--- src/hdl/tkls_pkg.sv ---
`default_nettype none
package tkls_pkg;

   localparam int SCORE_W  = 32;
   localparam int ID_W     = 32;
   localparam int BUDGET_W = 6;
   localparam int RANK_W   = 5;
   localparam int COUNT_W  = 6;

   localparam logic [BUDGET_W-1:0] BUDGET_RESET = 6'd24;

   typedef enum logic [1:0] {
      KIND_STATUS = 2'd0,
      KIND_ENTRY  = 2'd1,
      KIND_EMPTY  = 2'd2
   } kind_type;

   typedef enum logic [1:0] {
      ST_INSERTED      = 2'd0,
      ST_INSERTED_DROP = 2'd1,
      ST_REJ_PRIORITY  = 2'd2,
      ST_REJ_BUDGET    = 2'd3
   } status_type;

   typedef struct packed {
      logic [SCORE_W-1:0] score;
      logic [ID_W-1:0]    id;
      logic               emissive;
   } entry_type;

   typedef struct packed {
      logic capture;
      logic search;
      logic apply;
      logic flush_step;
   } tkls_cmd_type;

   typedef struct packed {
      logic req_flush;
      logic out_free;
      logic flush_last;
   } tkls_status_type;

endpackage
`default_nettype wire

--- src/hdl/tkls_ctrl.sv ---
`default_nettype none
module tkls_ctrl import tkls_pkg::*; (
   input  wire logic            clock,
   input  wire logic            reset,
   input  wire logic            req_valid,
   output logic                 req_ready,
   input  wire tkls_status_type stat,
   output tkls_cmd_type         cmd
);

   typedef enum logic [3:0] {
      S_IDLE   = 4'b0001,
      S_SEARCH = 4'b0010,
      S_APPLY  = 4'b0100,
      S_FLUSH  = 4'b1000
   } state_type;

   state_type state_ff;
   state_type state_in;

   always_comb begin
      state_in  = state_ff;
      cmd       = '0;
      req_ready = 1'b0;
      case (state_ff)
         S_IDLE: begin
            req_ready = 1'b1;
            if (req_valid) begin
               cmd.capture = 1'b1;
               state_in    = stat.req_flush ? S_FLUSH : S_SEARCH;
            end
         end
         S_SEARCH: begin
            cmd.search = 1'b1;
            state_in   = S_APPLY;
         end
         S_APPLY: begin
            if (stat.out_free) begin
               cmd.apply = 1'b1;
               state_in  = S_IDLE;
            end
         end
         S_FLUSH: begin
            if (stat.out_free) begin
               cmd.flush_step = 1'b1;
               if (stat.flush_last) begin
                  state_in = S_IDLE;
               end
            end
         end
         default: begin
            state_in = S_IDLE;
         end
      endcase
   end

   always_ff @(posedge clock) begin
      if (reset) begin
         state_ff <= S_IDLE;
      end else begin
         state_ff <= state_in;
      end
   end

   a_busy_after_accept: assert property (@(posedge clock) disable iff (reset)
      (req_valid && req_ready) |=> !req_ready)
      else $error("input accepted while an item was still in progress");

   a_search_then_apply: assert property (@(posedge clock) disable iff (reset)
      cmd.search |=> (state_ff == S_APPLY))
      else $error("search was not followed by the apply step");

   a_state_onehot: assert property (@(posedge clock) disable iff (reset)
      $onehot(state_ff))
      else $error("controller state is not one-hot");

endmodule
`default_nettype wire

--- config.mk ---
export PLATFORM = sky130hd
export DESIGN_NAME = tkls_ctrl
export DESIGN_NICKNAME = d
export VERILOG_FILES = /design/src/hdl/tkls_pkg.sv /design/src/hdl/tkls_ctrl.sv
export SDC_FILE = /design/constraint.sdc
export NUM_CORES = 1
export LEC_CHECK = 0
export BUFFER_PORTS_ARGS = -buffer_cell sky130_fd_sc_hd__buf_2
export CAP_MARGIN = 0
export CELL_PAD_IN_SITES_DETAIL_PLACEMENT = 1
export CELL_PAD_IN_SITES_GLOBAL_PLACEMENT = 1
export CORE_AREA = 4 4 41 43
export DETAILED_ROUTE_END_ITERATION = 10
export DIE_AREA = 0 0 45 47
export PLACE_DENSITY_LB_ADDON = 0.1
export SYNTH_ARGS = -nofsm -noshare
export SYNTH_HDL_FRONTEND = slang
export SYNTH_SLANG_ARGS = --single-unit
--- constraint.sdc ---
create_clock -name clock -period 2.01 [get_ports clock]
set_input_delay 0.1005 -clock clock [delete_from_list [all_inputs] [get_ports clock]]
set_output_delay 0.1005 -clock clock [all_outputs]
set_load 0.02 [all_outputs]
==> reports/results.txt, run 1 <==
wire length per cell: 12.6 um
Root Driver: clkbuf_4
syn avg cell area: 9.30 sq um
Post-Route WL: 695 um
Worst setup SP type: flop
clock slew at reported path FFs: 0.04 ns
Chip Height: 47 um
routed vias/inst: 4.89
Final period util: 73.3%
Initial DRC Count: 1
worst-path maximum fanout: 7
Placed Area: 324 sq um
cell family with most CP delay: simple AND/OR/NAND/NOR gates
Initial Util: 21.4%
H-tree depth: 1
CORE AREA: 1300 sq um
crit-path cells: nor4b_4 -> and2_1 -> buf_2
design area: 347 sq um
Worst setup EP type: output pin
most frequent cells in the layout: 10 x buf_2, 4 x dfxtp_1, 3 x clkbuf_4
worst hold-check slack: 0.0429 ns
DR vias: 269
clk_lat worst skew: 0.23 ns
Detail Route Antenna Nets: 0
largest family of logic cells by synthesized area: simple AND/OR/NAND/NOR gates
slowest cell on the critical path: nor4b_4
R2R cell count: 3
switch share: 31.1%
number of global-route vias before repair: 291
combinational share of power: 27.7%
Post-Synth Simple-Gate Area: 43.5%
DIE WIDTH: 45 um
pwr dens: 802 nW/um^2
P_int: 0.191 mW
flop-to-flop setup slack: 0.63 ns
Fin Clk Skew: 0.000873 ns
slew margin rel.: 75.3%
first-pass GRT wire length: 1.15 mm
maximum vdd drop: 0.000216 V
DRC errors left: 0
netlist area before placement: 279 sq um
Area growth syn-to-layout: 24.2%
critical path's largest stage delay: 0.43 ns
RePlAce Congestion: 0.708
Mapped Cells: 30
Syn Nets: 36
CTS tree: done
max reg flops: 4
top post-synthesis cells by area: dfxtp_1 29%, nor4b_4 8.5%, nor4b_1 6.3%, or3b_1 6.3%, nor3b_1 5.4%
Seq pwr share: 36.9%
die footprint: 2120 sq um
Sink Count: 4
Largest regs: state_ff (4)
#FFs+latches synth: 4
Ant. Diodes: 0
post-synth top area share: 28.7%
area leader, netlist: dfxtp_1
Ys Warns: 0
clock power share: 35.5%
total grt overflow: 0
run status: completed
Fin. Hold Viols: 0
min cycle time layout: 1.47 ns
Biggest register: state_ff
Clock Path Buffers: 2
GRT Total Usage: 7.66%
RR Startpoint: state_ff[3]
overall power: 0.278 mW
setup TNS: 0 ns
Hold Buf Count CTS: 0
Crit path required time: 1.91 ns
Post-CTS Setup Repair Bufs: 0
most common cell after layout, fill and taps aside: buf_2
CP Class: flop to output pin
xor-xnor portion of the synthesized cell area: 3.14%
Lkg Pwr: 0.141 nW
Site Rows: 13
CTS resizes: 0
post-synthesis mux area share: 3.59%
Hold EP: state_ff[1]
WP data arrival: 1.37 ns
compound-cell area share of the yosys netlist: 11.2%
Buf/Inv on CP: 1
Distinct cells, synth: 20
cts bufs inserted: 3
setup repair after global routing missed its margin: no
switching pwr: 0.0865 mW
Tightest Pin Transition: 0.371 ns
Hold Path Depth: 2
IO Count: 11
HP Start: stat[2]
Crit Reg-Reg Endpoint: state_ff[0]
proportion of layout cells with a drive suffix above 1: 37.5%
post-synthesis adder-cell area fraction: 0%
drt pass-1 iters: 2
final net count: 48
largest net degree at the start of global routing: 10
fmax: 679 MHz
Final Max Tran Viols: 0
number of port buffers: 10
MaxCap Viol Count: 0
initial antenna violation count: 0
sequential area share after synthesis: 28.7%
# setup viols final: 0
worst min-delay path category: primary input to flop
==> power by group through the flow <==
stage	clock, mW	combinational [mW]	sequential (mW)
floorplan	0	0.0628	0.0966
global placement	0	0.0759	0.104
detailed placement	0	0.0776	0.104
CTS	0.105	0.0778	0.103
global route	0.110	0.0842	0.104
finish	0.0986	0.0769	0.102
==> through the flow <==
| stage | utilization, % | cells | setup slack [ns] |
|---|---|---|---|
| 6_report | 26.6 | 55 | 0.537 |
| 5_1_grt | 26.6 | 55 | 0.430 |
| 4_1_cts | 26.6 | 55 | 0.514 |
| 3_5_place_dp | 24.9 | 52 | 0.623 |
| 3_3_place_gp | 24.9 | 52 | 0.684 |
| 2_1_floorplan | - | 30 | 0.708 |
==> logic make-up (layout without fill, tap and decap cells) <==
group / Yosys count / count (layout)
multiplexers: 1 / 1
buffers and inverters: 4 / 14
XOR/XNOR: 1 / 1
AND/OR/NAND/NOR: 16 / 16
flip-flops: 4 / 4
AO/OA/AOI/OAI: 4 / 4
==> layer usage <==
| layer | GRT usage (%) | vias up | share of wire [%] | wire length [um] |
|---|---|---|---|---|
| li1 | - | 133 | - | - |
| met1 | 8.39 | 125 | 46 | 320 |
| met2 | 11.6 | 9 | 45 | 316 |
| met3 | 2.68 | 2 | 6.3 | 44 |
| met4 | 7.02 | 0 | 2.0 | 14 |
| met5 | 0 | - | 0 | 0 |
==> Yosys cell counts (all sizes together) <==
library cell and count:
nor4b 3, a211oi 1, inv 1, or3b 2
buf 3, mux2i 1, nand4b 1, and2 1
nand3 1, xnor2 1, nand2 2, nor3b 2
o41ai 1, nor4 2, a21oi 2, nor2 2
dfxtp 4
==> layout make-up <==
cell class              instances  area (sq um)
clock buffers                   3          22.5
fillers                       173           955
well taps                      15          18.8
flip-flops and latches          4          80.1
inverters                       1          3.75
multi-input cells              22           171
repair buffers                 10          50.0
==> worst max-delay path by stage <==
stage	cells after the start	slack, ns	from	end
floorplan	3	0.71	state_ff[3]	cmd[3]
global placement	3	0.68	state_ff[3]	state_ff[0]
detailed placement	3	0.62	state_ff[3]	state_ff[0]
CTS	3	0.51	state_ff[1]	cmd[3]
global route	3	0.43	state_ff[3]	cmd[3]
finish	3	0.54	state_ff[1]	cmd[3]
Note: power is estimated with default switching activity, not from simulation.
==> run 2: changes to the inputs <==
==> constraint.sdc (replaced) <==
create_clock -name clock -period 1.3 [get_ports clock]
set_input_delay 0.065 -clock clock [delete_from_list [all_inputs] [get_ports clock]]
set_output_delay 0.065 -clock clock [all_outputs]
set_load 0.02 [all_outputs]
==> reports/results.txt, run 2 (synthesis results as in run 1) <==
overall power: 0.464 mW
wire length per cell: 12.6 um
most common cell after layout, fill and taps aside: buf_2
worst min-delay path category: primary input to flop
routed vias/inst: 4.76
Crit path required time: 1.24 ns
Detail Route Antenna Nets: 0
Largest regs: state_ff (4)
crit-path cells: nor4b_4 -> and2_1 -> buf_6
number of global-route vias before repair: 274
die footprint: 2120 sq um
Final Max Tran Viols: 0
slowest cell on the critical path: dfxtp_4
drt pass-1 iters: 2
DR vias: 276
MaxCap Viol Count: 0
IO Count: 11
Sink Count: 4
CTS tree: done
run status: completed
Post-DP HPWL: 571 um
worst hold-check slack: 0.0351 ns
Tightest Pin Transition: 0.280 ns
Post-Route WL: 733 um
WP data arrival: 1.20 ns
first-pass GRT wire length: 1.16 mm
Worst setup EP type: output pin
Setup WS pre-CTS: -0.0113 ns
Fin Clk Skew: 0.000258 ns
Fin. Hold Viols: 0
RePlAce Congestion: 0.684
most frequent cells in the layout: 7 x buf_2, 4 x buf_4, 3 x clkbuf_4, 3 x dfxtp_2
Root Driver: clkbuf_4
CORE AREA: 1300 sq um
pwr dens: 1140 nW/um^2
Site Rows: 13
clk_lat worst skew: 0.23 ns
Chip Height: 47 um
Initial DRC Count: 3
Placed Area: 332 sq um
post-route setup slack: 0.0318 ns
initial antenna violation count: 0
GRT Total Usage: 8.21%
Worst setup SP type: flop
Ant. Diodes: 0
number of port buffers: 10
Area growth syn-to-layout: 46.6%
worst-path maximum fanout: 7
# setup viols final: 0
total grt overflow: 0
Lkg Pwr: 0.160 nW
fmax: 788 MHz
CP Class: flop to output pin
slew margin rel.: 81.2%
proportion of layout cells with a drive suffix above 1: 58.1%
largest net degree at the start of global routing: 9
Initial Util: 21.4%
DRC errors left: 0
design area: 409 sq um
Biggest register: state_ff
setup repair after global routing missed its margin: yes
max reg flops: 4
maximum vdd drop: 0.000517 V
min cycle time layout: 1.27 ns
setup TNS: 0 ns
DIE WIDTH: 45 um
critical path's largest stage delay: 0.37 ns
cts bufs inserted: 3
Clock Path Buffers: 2
H-tree depth: 1
Final period util: 97.6%
final net count: 51
clock slew at reported path FFs: 0.04 ns
==> run 2: cell types whose count changed in the layout (fill, tap and decap cells not counted), sizes merged <==
cell,before,now
buf,10,12
dlygate4sd3,0,1
==> run 2: final cells by class <==
class / count / area [sq um]
repair buffers: 13 / 86.3
well taps: 15 / 18.8
fillers: 158 / 892
clock buffers: 3 / 22.5
flip-flops and latches: 4 / 87.6
inverters: 1 / 3.75
multi-input cells: 22 / 190
==> run 2: critical path: cells and delay by family, from the launching register on <==
| family | cells | cell delay, ns |
|---|---|---|
| DFF | 1 | 0.37 |
| buffers and inverters | 1 | 0.12 |
| and+or+nand+nor | 2 | 0.48 |
==> run 2: report_power, final <==
group          leakage [nW]  switching (mW)  total [mW]  internal (mW)
Sequential           0.0342          0.0240       0.161          0.137
Combinational         0.112          0.0687       0.148         0.0795
Clock                0.0138          0.0519       0.155          0.103
Total                 0.160           0.145       0.464          0.320
==> run 2: what timing repair did <==
item / CTS / global route
buffers inserted: 1 / 0
endpoints found under the setup margin: 6 / 4
resized for setup: 7 / 6
hold buffers: 0 / 1
endpoints found under the hold margin: 0 / 1
pin swaps: 1 / 2
==> run 2: path summary, 6_finish.rpt <==
kind / from / slack, ns / end / cells past startpoint
setup reg to reg: state_ff[3] / 0.07 / state_ff[0] / 3
setup / recovery: state_ff[1] / 0.03 / cmd[3] / 3
hold / removal: reset / 0.04 / state_ff[2] / 2
hold reg to reg: state_ff[0] / 0.50 / state_ff[2] / 1
==> run 2: metrics by stage <==
stage	std cells	utilization, %
after CTS	57	29.2
after global routing	58	31.4
final	58	31.4
after global placement	53	25.5
after floorplan	30	-
after detailed placement	53	25.5
==> run 2: routing by layer <==
layer  GRT usage [%]  vias to the layer above  part of all wire, %
li1                -                      139                    -
met1            9.30                      126                   42
met2            11.9                        9                   48
met3            2.30                        2                  6.5
met4            8.77                        0                  3.0
met5               0                        -                    0
